`config.mk`:
```
export PLATFORM = sky130hd
export DESIGN_NAME = pwmcm_div
export DESIGN_NICKNAME = d
export VERILOG_FILES = /design/src/design/pwmcm_div.sv
export SDC_FILE = /design/constraint.sdc
export NUM_CORES = 1
export LEC_CHECK = 0
export CAP_MARGIN = 20
export CORE_ASPECT_RATIO = 0.7
export CORE_UTILIZATION = 40
export CTS_BUF_LIST = sky130_fd_sc_hd__clkbuf_2 sky130_fd_sc_hd__clkbuf_4 sky130_fd_sc_hd__clkbuf_8
export DETAILED_ROUTE_END_ITERATION = 10
export DONT_BUFFER_PORTS = 1
export SYNTH_ARGS = -nofsm -noshare
export SYNTH_HDL_FRONTEND = slang
export SYNTH_SLANG_ARGS = --single-unit
```
`constraint.sdc`:
```
create_clock -name clk -period 2.5 [get_ports clk]
set_clock_uncertainty 0.1 [all_clocks]
set_input_delay 0.375 -clock clk [delete_from_list [all_inputs] [get_ports clk]]
set_output_delay 0.375 -clock clk [all_outputs]
set_load 0.1 [all_outputs]
```
`src/design/pwmcm_div.sv`:
```
// Bit-serial restoring divider, one quotient bit per cycle.
`default_nettype none

module pwmcm_div #(
    parameter int DVD_W = 26,
    parameter int DVS_W = 16
) (
    input  wire logic             clk,
    input  wire logic             rst_n,
    input  wire logic             start,
    input  wire logic [DVD_W-1:0] dividend,
    input  wire logic [DVS_W-1:0] divisor,
    output logic                  busy,
    output logic [DVD_W-1:0]      quotient
);

    localparam int CNT_W = $clog2(DVD_W + 1);

    logic [CNT_W-1:0] cnt_reg, cnt_next;
    logic [DVD_W-1:0] dvd_reg;
    logic [DVD_W-1:0] quo_reg;
    logic [DVS_W-1:0] dvs_reg;
    logic [DVS_W-1:0] rem_reg;
    logic [DVS_W:0]   trial;
    logic [DVS_W:0]   diff;
    logic             fits;

    assign trial = {rem_reg, dvd_reg[DVD_W-1]};
    assign diff  = trial - {1'b0, dvs_reg};
    assign fits  = (trial >= {1'b0, dvs_reg});

    always_comb
    begin
        cnt_next = cnt_reg;
        if (start)
        begin
            cnt_next = CNT_W'(DVD_W);
        end
        else if (cnt_reg != '0)
        begin
            cnt_next = cnt_reg - 1'b1;
        end
    end

    always_ff @(posedge clk or negedge rst_n)
    begin
        if (!rst_n)
        begin
            cnt_reg <= '0;
        end
        else
        begin
            cnt_reg <= cnt_next;
        end
    end

    always_ff @(posedge clk)
    begin
        if (start)
        begin
            dvd_reg <= dividend;
            dvs_reg <= divisor;
            rem_reg <= '0;
            quo_reg <= '0;
        end
        else if (cnt_reg != '0)
        begin
            dvd_reg <= {dvd_reg[DVD_W-2:0], 1'b0};
            rem_reg <= fits ? diff[DVS_W-1:0] : trial[DVS_W-1:0];
            quo_reg <= {quo_reg[DVD_W-2:0], fits};
        end
    end

    assign busy     = (cnt_reg != '0);
    assign quotient = quo_reg;

endmodule

`default_nettype wire

```
* After elaboration in Yosys (flattened, before gate mapping)
Cells that the tools add are included.
** Word-level totals
- Bits in writable memories :: 0
- Bits in latches :: 0
- Memories :: 0
- Register bits after elaboration :: 89
- Output and inout port bits :: 27
- Bits in read-only memories :: 0
** Cells by class
- Add/sub/neg operators :: 2
- Divide/modulo/power cells :: 0
- Reductions and logical operators :: 2
- Magnitude comparators :: 1
- Bitwise gates (word level) :: 0
- Multiplexer cells :: 5
- Multiply operators :: 0
- Equal/unequal tests :: 0
- Shifts and indexed selects :: 0
** Operator list (number)
- 26-bit 2-to-1 mux :: 2
- 17-bit by 16-bit greater-or-equal comparator with 1-bit output :: 1
- 16-bit 2-to-1 mux :: 1
- 16-bit subtractor :: 1
- 5-bit 2-to-1 mux :: 2
- 5-bit nonzero test :: 1
- 5-bit by 1-bit subtractor with 5-bit output (second input constant) :: 1
- 2-bit nonzero test :: 1

* Depth between registers and ports, before layout
- Word-level depth :: 3
- Gate-level depth with buffers :: 11
- Gate-level depth less buffers :: 10

* Worst setup path after synthesis
No wires, ideal clock.
- Path kind :: flip-flop to output port
- Start :: register cnt_reg[0]
- End :: output busy
- Stages on the path, launching flop included :: 7
- Arrival :: 2.208 ns
- Required time :: 2.025 ns
- Slack :: -0.183 ns
- Cell sequence :: dfrtp_1 > inv_1 > ha_1 > nor4b_2 > inv_1 > clkbuf_1 > buf_1
** Between the ends
- Word-level cells in the longest chain between the ends :: 1
** RTL lines
- from (decl) :: RTL line 19 : logic [CNT_W-1:0] cnt_reg, cnt_next;
- from (signal assigned) :: RTL line 53 : cnt_reg <= cnt_next;
- 5-bit nonzero test :: RTL line 74 : assign busy = (cnt_reg != '0);
- to (decl) :: RTL line 13 : output logic busy,
No other way between the ends.

* Worst setup path in the final report
- Start :: register dvs_reg[6]
- End :: register rem_reg[11]
** Between the ends
- Word-level cells in the longest chain between the ends :: 2
- Elaborated cells on any way between the ends :: 3
- Those cells by class :: add/sub (1); order compare (1); mux (1)
** RTL lines
- from (decl) :: RTL line 22 : logic [DVS_W-1:0] dvs_reg;
- from (signal assigned) :: RTL line 62 : dvs_reg <= divisor;
- 16-bit subtractor or 17-bit by 16-bit greater-or-equal comparator with 1-bit output (tied branches) :: RTL line 29, 30
- 16-bit 2-to-1 mux (*) :: RTL line 69 : rem_reg <= fits ? diff[DVS_W-1:0] : trial[DVS_W-1:0];
- to (signal assigned) :: RTL line 69
- to (decl) :: RTL line 23 : logic [DVS_W-1:0] rem_reg;
Mark *: on every way between the ends. The rest lies on a longest branch, timed or not.
A chain may end at the register's enable or synchronous reset.

==> run_results.csv <==
group,metric,value,unit
die,die-area,0.0113,mm2
cts,cts_root_buffer,"clkbuf_8",
place,place_inst,576,
hold_path,hp-class,"in -> reg",
pwr,p_comb_share,40.1,%
layout,final_util,50.5,%
grt,grt_pass1_vias,2858,
detailed_routing,drc_errors,0,
timing,grt_setup_unrepaired,"yes",
detailed_routing,top_layer_used,"met5",
die,coreArea,0.0104,mm2
grt,overflow,0,
hold_path,whs_path_depth,1,
synth,synth-main-ff-cell,"edfxtp_1",
detailed_routing,postRouteAntennaNets,0,
cts,clock_path_buffers,2,
critical_path,crit_buf_inv,1,
pwr,p_seq_share,39.5,%
grt,track_usage,16.2,%
timing,setup_viol,0,
pwr,intPower,3.00,mW
critical_path,cp.depth,9,
place,place_ws,-0.0412,ns
grt,grt_antenna_before_repair,1,
detailed_routing,drt_pre_antenna_iters,4,
synth,synth_area_per_cell,10.3,um2
place,gp_congestion,0.876,
place,port_buffers,0,
timing,post-route-period-util,96.1,%
cts,cts_tree,"yes",
critical_path,max_stage_delay,0.38,ns
critical_path,r2r_slack,0.1,ns
pwr,p_switching,1.69,mW
timing,period_needed,2.40,ns
grt,grt_max_degree,52,
pwr,switching_share,36.0,%
run,cap_violations,0,
layout,instances_no_fill,613,
detailed_routing,viasPerCell,5.14,
critical_path,r2r_end,"rem_reg[11]",
synth,yosysWarnings,0,
cts,cts-htree-levels,3,
die,io_pins,72,
critical_path,worstSetupEndpointType,"register",
cts,cts_buffers,9,
critical_path,worstSetupPathType,"reg -> reg",
critical_path,crit_family,"compound AO/OA/AOI/OAI gates",
cts,clock_sinks,89,
timing,hold-worst-slack,0.0315,ns
critical_path,crit_fanout,6,
critical_path,critPathSlowestCell,"edfxtp_1",
critical_path,cp_cell_sequence,"inv_1, ha_2, a21oi_2, nand2_1, o211ai_1, a21boi_1, o21ai_0, or3b_1, a311oi_1",
timing,final-max-slew-violation-count,0,
detailed_routing,wire_per_inst,14.7,um
die,die_h,89.1,um
synth,synth_seq_cells,89,
synth,seq_area_frac_synth,51.4,%
timing,fmax,416,MHz
hold_path,hp-start,"start",
critical_path,critPathLaunchType,"register",
detailed_routing,met1_length,4630,um
synth,synth_nets,486,
die,initial_core_util,41.5,%
detailed_routing,vias,3149,
pwr,clkPwrFrac,20.4,%
layout,drive_above_1_share,23.9,%
timing,tightest_slew,0.720,ns
layout,syn_to_final_growth,21.5,%
detailed_routing,dr_wl_met3,537,um
synth,syn_inst,422,
grt,grt_pass1_wl,14100,um
cts,clk_latency,0.36,ns
critical_path,timing.rr.start,"dvs_reg[6]",
layout,fin_nets,540,
critical_path,arrival,2.58,ns
detailed_routing,drt_iter0_drc,173,
critical_path,required,2.67,ns
pwr,peakVddDrop,0.000347,V
timing,setup_ws,0.0983,ns
critical_path,rr_worst_depth,9,
synth,yosysUniqueCellTypes,48,
die,die_x,126,um
pwr,p_leak,2.11,nW
status,outcome,"finished, final reports clean",
synth,ys_async_sr_fraction,5.62,%
pwr,cellPowerDensity,889,mW/mm2
hold_path,hold_end,"cnt_reg[1]",
timing,hold_viol,0,
detailed_routing,wl_met2,3770,um
cts,clk_pin_slew,0.09,ns
layout,n_antenna_cell,0,
place,dp_hpwl,5850,um
detailed_routing,routed_wl,9020,um
synth,synth-edff-count,42,
synth,synth_area,0.00433,mm2
timing,relSlewSlack,51.8,%
die,rows,31,
## stage by stage
step / instance area, um2 / setup TNS [ns] / total power, mW
after global placement: 4770 / 0 / 3.55
after global routing: 5270 / -0.0734 / 4.98
after CTS: 5160 / 0 / 4.60
after floorplan: 4340 / 0 / 3.16
final: 5270 / 0 / 4.68
after detailed placement: 4770 / -0.0832 / 3.57
## metal layers
metal  track usage (%)  vias to the layer above
met3              5.75                       10
met4              3.94                        2
met1              22.4                     1456
met2              24.1                       74
met5                 0                        -
li1                  -                     1607
## cell usage after synthesis (3+ instances only)
| cell type | n | area share (%) |
|---|---|---|
| o211ai_1 | 7 | 1.2 |
| inv_1 | 22 | 1.9 |
| o21a_1 | 4 | 0.69 |
| ha_1 | 18 | 5.2 |
| nand3b_1 | 3 | 0.52 |
| dfxtp_1 | 42 | 19 |
| o21ai_0 | 9 | 1.0 |
| nor3_1 | 3 | 0.35 |
| xor2_1 | 3 | 0.61 |
| xnor2_1 | 8 | 1.6 |
| nand2_1 | 63 | 5.5 |
| nor2_1 | 31 | 2.7 |
| nand2b_1 | 7 | 1.0 |
| mux2i_1 | 12 | 2.8 |
| edfxtp_1 | 42 | 29 |
| clkbuf_1 | 18 | 1.6 |
| a21oi_1 | 41 | 4.7 |
| dfrtp_1 | 5 | 2.9 |
| mux2_2 | 26 | 6.8 |
| nand3_1 | 7 | 0.81 |
| a211oi_1 | 14 | 2.4 |
## worst max path at each step
stage                        to  slack [ns]         from
floorplan           quotient[0]        0.09   cnt_reg[0]
global placement    rem_reg[14]        0.06  dvd_reg[25]
detailed placement   rem_reg[4]       -0.04  dvs_reg[12]
CTS                  rem_reg[4]        0.02   dvs_reg[6]
global route         rem_reg[5]       -0.03  dvs_reg[12]
finish              rem_reg[11]         0.1   dvs_reg[6]
## power groups by stage
stage | clock, mW | sequential, mW | combinational, mW
floorplan | 0 | 1.94 | 1.23
global placement | 0 | 1.87 | 1.67
detailed placement | 0 | 1.88 | 1.70
CTS | 0.990 | 1.85 | 1.76
global route | 1.05 | 1.88 | 2.05
finish | 0.958 | 1.85 | 1.88
## cells by family after synthesis
logic type	Yosys count	synth area share [%]
xor gates and xnor gates	11	2.22
buffers and inverters	45	4.27
muxes	38	9.53
adders and majority gates	19	5.66
AOI/OAI and AO/OA	92	13.5
DFF	89	51.4
and+or+nand+nor	128	13.4
## what timing repair did
| action | CTS | global route |
|---|---|---|
| hold endpoints to repair | 63 | 15 |
| gates resized for setup | 2 | 23 |
| hold buffers | 18 | 2 |
| cloned | 0 | 0 |
| pin swaps | 1 | 5 |
| setup endpoints to repair | 5 | 15 |
| setup buffers | 0 | 1 |
## cell type report
class	count	area, um2
Clock buffer	9	124
Clock inverter	7	63.8
Fill cell	948	5170
Inverter	22	82.6
Multi-Input combinational cell	288	2020
Sequential cell	89	2230
Tap cell	132	165
Timing Repair Buffer	66	584
## placed cells by master, fill, tap and decap left out, types with 4 or more instances in the layout
master         instances
a21oi_1               35
o21a_1                 4
dfrtp_1                5
inv_1                 20
o21ai_0                8
edfxtp_1              42
mux2i_1               11
nand2b_1               7
xnor2_1                8
a211oi_1              14
mux2_2                26
a21oi_2                7
buf_4                 43
nor2_1                30
nand2_1               63
dfxtp_1               42
o211ai_1               7
clkbuf_8               9
nand3_1                7
ha_1                  11
ha_2                   6
dlygate4sd3_1         19
Note: power is estimated with default switching activity, not from simulation.
