<file path="src/design/pwmcm_pkg.sv">
// Shared types and constants for the PWM channel manager.
`default_nettype none

package pwmcm_pkg;

    localparam int FUNC_W   = 3;
    localparam int PIN_W    = 2;
    localparam int FREQ_W   = 16;
    localparam int PCT_W    = 7;
    localparam int STATUS_W = 3;
    localparam int TOP_W    = 8;
    localparam int IDX_W    = 5;
    localparam int DUTY_W   = 8;
    localparam int NUM_CH   = 2;

    // fastest timer clock, 64 MHz; 32 MHz is that quotient halved
    localparam int Q64_W = 26;
    localparam logic [Q64_W-1:0] CLK_FAST_HZ = 26'd64000000;

    // duty = pct * 256 / 100
    localparam int DUTY_DVD_W = PCT_W + 8;
    localparam int DUTY_DVS_W = 7;
    localparam logic [DUTY_DVS_W-1:0] DUTY_DIVISOR = 7'd100;

    localparam logic [IDX_W-1:0] IDX_FAST = 5'd0;
    localparam logic [IDX_W-1:0] IDX_HALF = 5'd1;
    localparam logic [IDX_W-1:0] IDX_CPU  = 5'd2;
    localparam logic [IDX_W-1:0] IDX_LAST = 5'd16;

    // largest quotient that still gives an 8-bit top
    localparam logic [Q64_W-1:0] Q_MAX = 26'd256;

    localparam logic [FUNC_W-1:0] FN_INIT    = 3'd0;
    localparam logic [FUNC_W-1:0] FN_CLAIM   = 3'd1;
    localparam logic [FUNC_W-1:0] FN_FREQ    = 3'd2;
    localparam logic [FUNC_W-1:0] FN_DUTY    = 3'd3;
    localparam logic [FUNC_W-1:0] FN_UNCLAIM = 3'd4;

    localparam logic [STATUS_W-1:0] ST_OK       = 3'd0;
    localparam logic [STATUS_W-1:0] ST_UNINIT   = 3'd1;
    localparam logic [STATUS_W-1:0] ST_BAD_PIN  = 3'd2;
    localparam logic [STATUS_W-1:0] ST_IN_USE   = 3'd3;
    localparam logic [STATUS_W-1:0] ST_UNUSED   = 3'd4;
    localparam logic [STATUS_W-1:0] ST_BAD_FREQ = 3'd5;

    typedef enum logic [1:0] {
        S_IDLE,
        S_DIV,
        S_SCAN,
        S_DONE
    } state_t;

    // clock search result handed from the scanner to the control
    typedef struct packed {
        logic             ok;
        logic [IDX_W-1:0] idx;
        logic [TOP_W-1:0] top;
    } sel_res_t;

endpackage

`default_nettype wire

</file>
<file path="src/design/pwmcm_scan.sv">
// Timer clock search: walks the clock list, halving the quotient each step but the switch to the CPU clock.
`default_nettype none

module pwmcm_scan import pwmcm_pkg::*; #(
    parameter int QC_W = 23
) (
    input  wire logic             clk,
    input  wire logic             rst_n,
    input  wire logic             start,
    input  wire logic [Q64_W-1:0] q_fast,
    input  wire logic [QC_W-1:0]  q_cpu,
    output logic                  busy,
    output sel_res_t              res
);

    logic             busy_reg, busy_next;
    logic [Q64_W-1:0] cand_reg;
    logic [Q64_W-1:0] cand_dec;
    logic [IDX_W-1:0] idx_reg;
    logic [QC_W-1:0]  qc_reg;
    sel_res_t         res_reg;
    logic             hit;

    // quotients only shrink along the list, so the first one <= 256 decides
    assign hit      = (cand_reg <= Q_MAX);
    assign cand_dec = cand_reg - 1'b1;

    always_comb
    begin
        busy_next = busy_reg;
        if (start)
        begin
            busy_next = 1'b1;
        end
        else if (busy_reg && (hit || idx_reg == IDX_LAST))
        begin
            busy_next = 1'b0;
        end
    end

    always_ff @(posedge clk or negedge rst_n)
    begin
        if (!rst_n)
        begin
            busy_reg <= 1'b0;
        end
        else
        begin
            busy_reg <= busy_next;
        end
    end

    always_ff @(posedge clk)
    begin
        if (start)
        begin
            cand_reg <= q_fast;
            qc_reg   <= q_cpu;
            idx_reg  <= IDX_FAST;
            res_reg  <= '0;
        end
        else if (busy_reg)
        begin
            if (hit)
            begin
                res_reg.ok  <= (cand_reg != '0);
                res_reg.idx <= idx_reg;
                res_reg.top <= cand_dec[TOP_W-1:0];
            end
            else if (idx_reg == IDX_LAST)
            begin
                res_reg.ok <= 1'b0;
            end
            else
            begin
                idx_reg <= idx_reg + 1'b1;
                if (idx_reg == IDX_HALF)
                begin
                    cand_reg <= Q64_W'(qc_reg);
                end
                else
                begin
                    cand_reg <= cand_reg >> 1;
                end
            end
        end
    end

    assign busy = busy_reg;
    assign res  = res_reg;

endmodule

`default_nettype wire
</file>
<file path="config.mk">
export PLATFORM = sky130hd
export DESIGN_NAME = pwmcm_scan
export DESIGN_NICKNAME = d
export VERILOG_FILES = /design/src/design/pwmcm_pkg.sv /design/src/design/pwmcm_scan.sv
export SDC_FILE = /design/constraint.sdc
export NUM_CORES = 1
export LEC_CHECK = 0
export ABC_AREA = 1
export BUFFER_PORTS_ARGS = -buffer_cell sky130_fd_sc_hd__clkbuf_2
export CORE_MARGIN = 3
export CORE_UTILIZATION = 50
export CTS_CLUSTER_DIAMETER = 40
export DETAILED_ROUTE_END_ITERATION = 10
export MAX_ROUTING_LAYER = met4
export PLACE_DENSITY_LB_ADDON = 0.15
export SLEW_MARGIN = 15
export SYNTH_ARGS = -nofsm -noshare
export SYNTH_HDL_FRONTEND = slang
export SYNTH_SLANG_ARGS = --single-unit
</file>
<file path="constraint.sdc">
create_clock -name clk -period 3.11 [get_ports clk]
set_input_delay 0.311 -clock clk [delete_from_list [all_inputs] [get_ports clk]]
set_output_delay 0.311 -clock clk [all_outputs]
set_load 0.005 [all_outputs]
</file>
* After elaboration in Yosys (flattened, before gate mapping)
Cells that the tools add are included.
Widths: inputs -> output; s select.
** Storage, ports and cells
- Bits in registers :: 69
- Bits of input ports :: 52
- Output and inout bits :: 15
- Logic and storage cells :: 35
** Operators by class
- Add/subtract/negate cells :: 2
- Magnitude comparators :: 1
- Equality and inequality tests :: 4
- Multiplexer cells :: 9
- Bitwise logic cells :: 2
- Reductions and logical operators :: 10
** Operator list (count)
- $mux 26 :: 4
- $le 26x9->1 const B :: 1
- $reduce_bool 26->1 :: 1
- $mux 25 :: 1
- $sub 8x1->8 const B :: 1
- $reduce_and 3->1 :: 2
- $reduce_bool 2->1 :: 3
- $add 5x1->5 const B :: 1
- $eq 5x1->1 const B :: 1
- $eq 5x5->1 const B :: 1
- $mux 1 :: 4
- $ne 2x2->1 const B :: 2
- $reduce_and 2->1 :: 2
- $not 1->1 :: 2
- $logic_and 1x1->1 :: 1
- $logic_or 1x1->1 :: 1

* Longest topological paths before layout
- Depth in word-level cells :: 6
- Depth in mapped cells :: 11
- Mapped depth without buffers :: 11

* Least setup slack after synthesis
Ideal clock, no wire load.
- Path kind :: reg2reg
- Start :: register cand_reg[0]
- End :: register cand_reg[0] (enable)
- Library setup time :: 0.438 ns
- Arrival time :: 1.662 ns
- Required time :: 2.672 ns
- Slack :: 1.010 ns
- Cell stages (with the launch flop) :: 10
- Buffers on the path :: 0
- Period minus slack after synthesis :: 2.100 ns
- Cells stage by stage :: edfxtp_1 inv_1 ha_1 nand2_1 nor2_2 nand2_1 nand2_2 nand2_1 nand3_2 nand2_1
** On the way
- Word-level cells in the longest chain between the ends :: 3
** Ends and longest elaborated chain
- from (decl) :: line pwmcm_scan.sv:17 : logic [Q64_W-1:0] cand_reg;
- from (signal assigned) :: line pwmcm_scan.sv:57 : cand_reg <= q_fast;
- from (signal assigned) :: line pwmcm_scan.sv:79 : cand_reg <= Q64_W'(qc_reg);
- from (signal assigned) :: line pwmcm_scan.sv:83 : cand_reg <= cand_reg >> 1;
- $le 26x9->1 :: line pwmcm_scan.sv:25 : assign hit = (cand_reg <= Q_MAX);
- $ne 2x2->1 (no line)
- $reduce_and 3->1 (no line)
Every way passes these cells.
A chain may end at the register's enable or synchronous reset.

* Worst setup path after layout
- Start :: register cand_reg[1]
- End :: register cand_reg[21] (enable)
Same word-level chain as after synthesis.

==> flow_metrics.env <==
export IMPL_outcome="finished, final reports clean"
export IMPL_area_growth_pct=18.5
export IMPL_hold_depth=1
export IMPL_ys_warn_count=0
export IMPL_leakage_nw=1.53
export IMPL_avgSynthCellArea_sq_um=9.76
export IMPL_path_clk_slew_ns=0.07
export IMPL_synth_area_sq_mm=0.00313
export IMPL_min_period_over_period_pct=64.6
export IMPL_final_hold_viol_count=0
export IMPL_clk_insertion_delay_late_ns=0.34
export IMPL_crit_chain="inv_1 -> ha_1 -> nand2_1 -> nor2_2 -> nand2_1 -> nand2_2 -> nand2_1 -> nand3_2 -> nand2_1 -> buf_4"
export IMPL_rsz0062_at_grt="false"
export IMPL_drtIter0Drc=167
export IMPL_dieWidth_um=85.2
export IMPL_top_layer_used="met4"
export IMPL_worst_pin_slew_ns=0.658
export IMPL_fin_skew_ns=0.00889
export IMPL_end_kind="flip-flop"
export IMPL_antenna_found_initial=0
export IMPL_route_met2_wl_um=2870
export IMPL_grt_max_degree=52
export IMPL_drt_met1_wl_um=2740
export IMPL_overflow=0
export IMPL_clockPowerShare_pct=34.6
export IMPL_first_global_vias=2316
export IMPL_path_class="reg -> reg"
export IMPL_start_util_pct=52.3
export IMPL_crit_top_cell="nand2_1"
export IMPL_num_vias=2407
export IMPL_drive_above_1_share_pct=27.6
export IMPL_cp_max_fo=26
export IMPL_switching_share_pct=24.5
export IMPL_die_area_sq_mm=0.00725
export IMPL_fin_ws_ns=1.10
export IMPL_min_to="qc_reg[6]$_DFFE_PP_"
export IMPL_numCtsBuffers=9
export IMPL_finalSetupTns_ns=0
export IMPL_numPortBuffers=66
export IMPL_clock_fmax_mhz=498
export IMPL_post_route_drc_count=0
export IMPL_fin_nets=447
export IMPL_power_density_mw_per_mm2=540
export IMPL_clkSinkCount=69
export IMPL_hold_start="q_cpu[6]"
export IMPL_rows=28
export IMPL_ff2ff_path_depth=10
export IMPL_postRouteAntennaNets=0
export IMPL_max_stage_delay_ns=0.38
export IMPL_critical_path_startpoint_type="flip-flop"
export IMPL_dp_slack_ns=1.12
export IMPL_synthCells=321
export IMPL_wl_met3_um=404
export IMPL_routed_wl_um=6120
export IMPL_reg2reg_to="cand_reg[21]$_DFFE_PP_"
export IMPL_gp_congestion=0.814
export IMPL_via_per_inst=5.12
export IMPL_core_area_sq_mm=0.00599
export IMPL_crit_reg2reg_launch="cand_reg[1]$_DFFE_PP_"
export IMPL_switchingPower_w=0.000490
export IMPL_largest_register_ff_count=26
export IMPL_slew_violations=0
export IMPL_ctsHtreeMaxLevel=3
export IMPL_mostFrequentLayoutCells="nand2_1, clkbuf_2, edfxtp_1, nor2_1, a31oi_1"
export IMPL_fp_dieH_um=85.2
export IMPL_finalCriticalPeriod_ns=2.01
export IMPL_post_cts_buffers=0
export IMPL_synth_net_count=378
export IMPL_hpwl_um=4230
export IMPL_p_seq_share_pct=55.4
export IMPL_pin_count=67
export IMPL_grt_total_usage_pct=18.7
export IMPL_cts_root_buffer="clkbuf_8"
export IMPL_crit_arrival_ns=2.01
export IMPL_power_frac_comb_pct=10.0
export IMPL_intPower_w=0.00151
export IMPL_cts_tree="done"
export IMPL_slew_headroom_pct=56.1
export IMPL_critPathSlowestCell="edfxtp_1"
export IMPL_dr_pass1_iters=4
export IMPL_hp_class="in -> reg"
export IMPL_diodes=0
export IMPL_max_vdd_ir_drop_mv=0.307
export IMPL_r2r_slack_ns=1.10
export IMPL_required_ns=3.11
export IMPL_avgRoutedWirePerCell_um=13.0
export IMPL_final_common_cell="nand2_1"
export IMPL_cts_buffer_depth=2
export IMPL_netlist_cell_type_count=26
export IMPL_cap_violations=0
export IMPL_setup_violations=0
export IMPL_grt_pass1_wl_um=10300
export IMPL_timing_hold_ws_ns=0.143
export IMPL_ys_seq_area_share_pct=59.9
export IMPL_ys_ff_latch=69
==> final cells by class <==
| cell class | count | area [sq um] |
|---|---|---|
| Tap cell | 75 | 93.8 |
| Clock inverter | 5 | 51.3 |
| Timing Repair Buffer | 71 | 370 |
| Clock buffer | 11 | 131 |
| Fill cell | 514 | 2280 |
| Multi-Input combinational cell | 227 | 1140 |
| Sequential cell | 69 | 1880 |
| Inverter | 12 | 46.3 |
==> cells by family (layout without fill, tap and decap cells) <==
| group | Yosys count | in the layout | synth area share [%] |
|---|---|---|---|
| xor+xnor | 8 | 8 | 2.24 |
| buf+inv | 25 | 99 | 3.67 |
| flops | 69 | 69 | 59.9 |
| fa+ha+maj | 5 | 5 | 2.00 |
| simple gates | 172 | 172 | 23.3 |
| compound gates | 42 | 42 | 8.91 |
==> cells in the mapped netlist (all sizes together) <==
master  count  area [sq um]
a21oi      18           128
a31oi      23           144
buf         5          38.8
clkbuf      8          30.0
clkinv      2          8.75
dfrtp       1          25.0
dfxtp      19           380
edfxtp     49          1470
ha          5          62.6
inv        10          37.5
nand2     103           414
nand3      13          82.6
nand4       6          37.5
nor2       49           189
o31ai       1          7.51
or2         1          6.26
xnor2       4          35.0
xor2        4          35.0
==> worst max-delay path, delay by kind of cell (launching register included) <==
kind | cells | cell delay [ns]
adders and majority gates | 1 | 0.17
DFF | 1 | 0.38
and+or+nand+nor | 7 | 0.70
buffers and inverters | 2 | 0.40
==> how the worst max path moves through the flow <==
stage | to | cells past startpoint | start | slack [ns]
2_1_floorplan | cand_reg[0]$_DFFE_PP_ | 9 | cand_reg[0]$_DFFE_PP_ | 1.01
3_3_place_gp | cand_reg[17]$_DFFE_PP_ | 10 | cand_reg[1]$_DFFE_PP_ | 1.22
3_5_place_dp | cand_reg[17]$_DFFE_PP_ | 10 | cand_reg[1]$_DFFE_PP_ | 1.12
4_1_cts | cand_reg[16]$_DFFE_PP_ | 10 | cand_reg[1]$_DFFE_PP_ | 1.10
5_1_grt | cand_reg[21]$_DFFE_PP_ | 9 | cand_reg[15]$_DFFE_PP_ | 0.90
6_report | cand_reg[21]$_DFFE_PP_ | 10 | cand_reg[1]$_DFFE_PP_ | 1.10
==> timing repair <==
| action | CTS | global route |
|---|---|---|
| endpoints found under the setup margin | 0 | 0 |
| hold buffers | 1 | 0 |
| gates resized for setup | 0 | 0 |
| endpoints found under the hold margin | 1 | 0 |
==> stage by stage <==
| step | instance area, sq um | std cells | total power, W | utilization (%) |
|---|---|---|---|---|
| 3_3_place_gp | 3520 | 453 | 0.00132 | 58.7 |
| 5_1_grt | 3710 | 470 | 0.00211 | 61.9 |
| 4_1_cts | 3710 | 470 | 0.00201 | 61.9 |
| 6_report | 3710 | 470 | 0.00200 | 61.9 |
| 3_5_place_dp | 3520 | 453 | 0.00133 | 58.7 |
| 2_1_floorplan | 3130 | 321 | 0.00125 | - |
==> power groups by stage <==
stage	clock (W)	combinational, W	sequential [W]
2_1_floorplan	0	0.000133	0.00112
3_3_place_gp	0	0.000197	0.00113
3_5_place_dp	0	0.000201	0.00113
4_1_cts	0.000701	0.000203	0.00111
5_1_grt	0.000760	0.000232	0.00112
6_report	0.000693	0.000200	0.00111
==> layer usage <==
metal,up-vias,GRT usage [%]
met5,-,-
met4,0,9.21
met3,11,3.98
met2,90,27.8
met1,1077,24.4
li1,1229,-
Note: power is estimated with default switching activity, not from simulation.
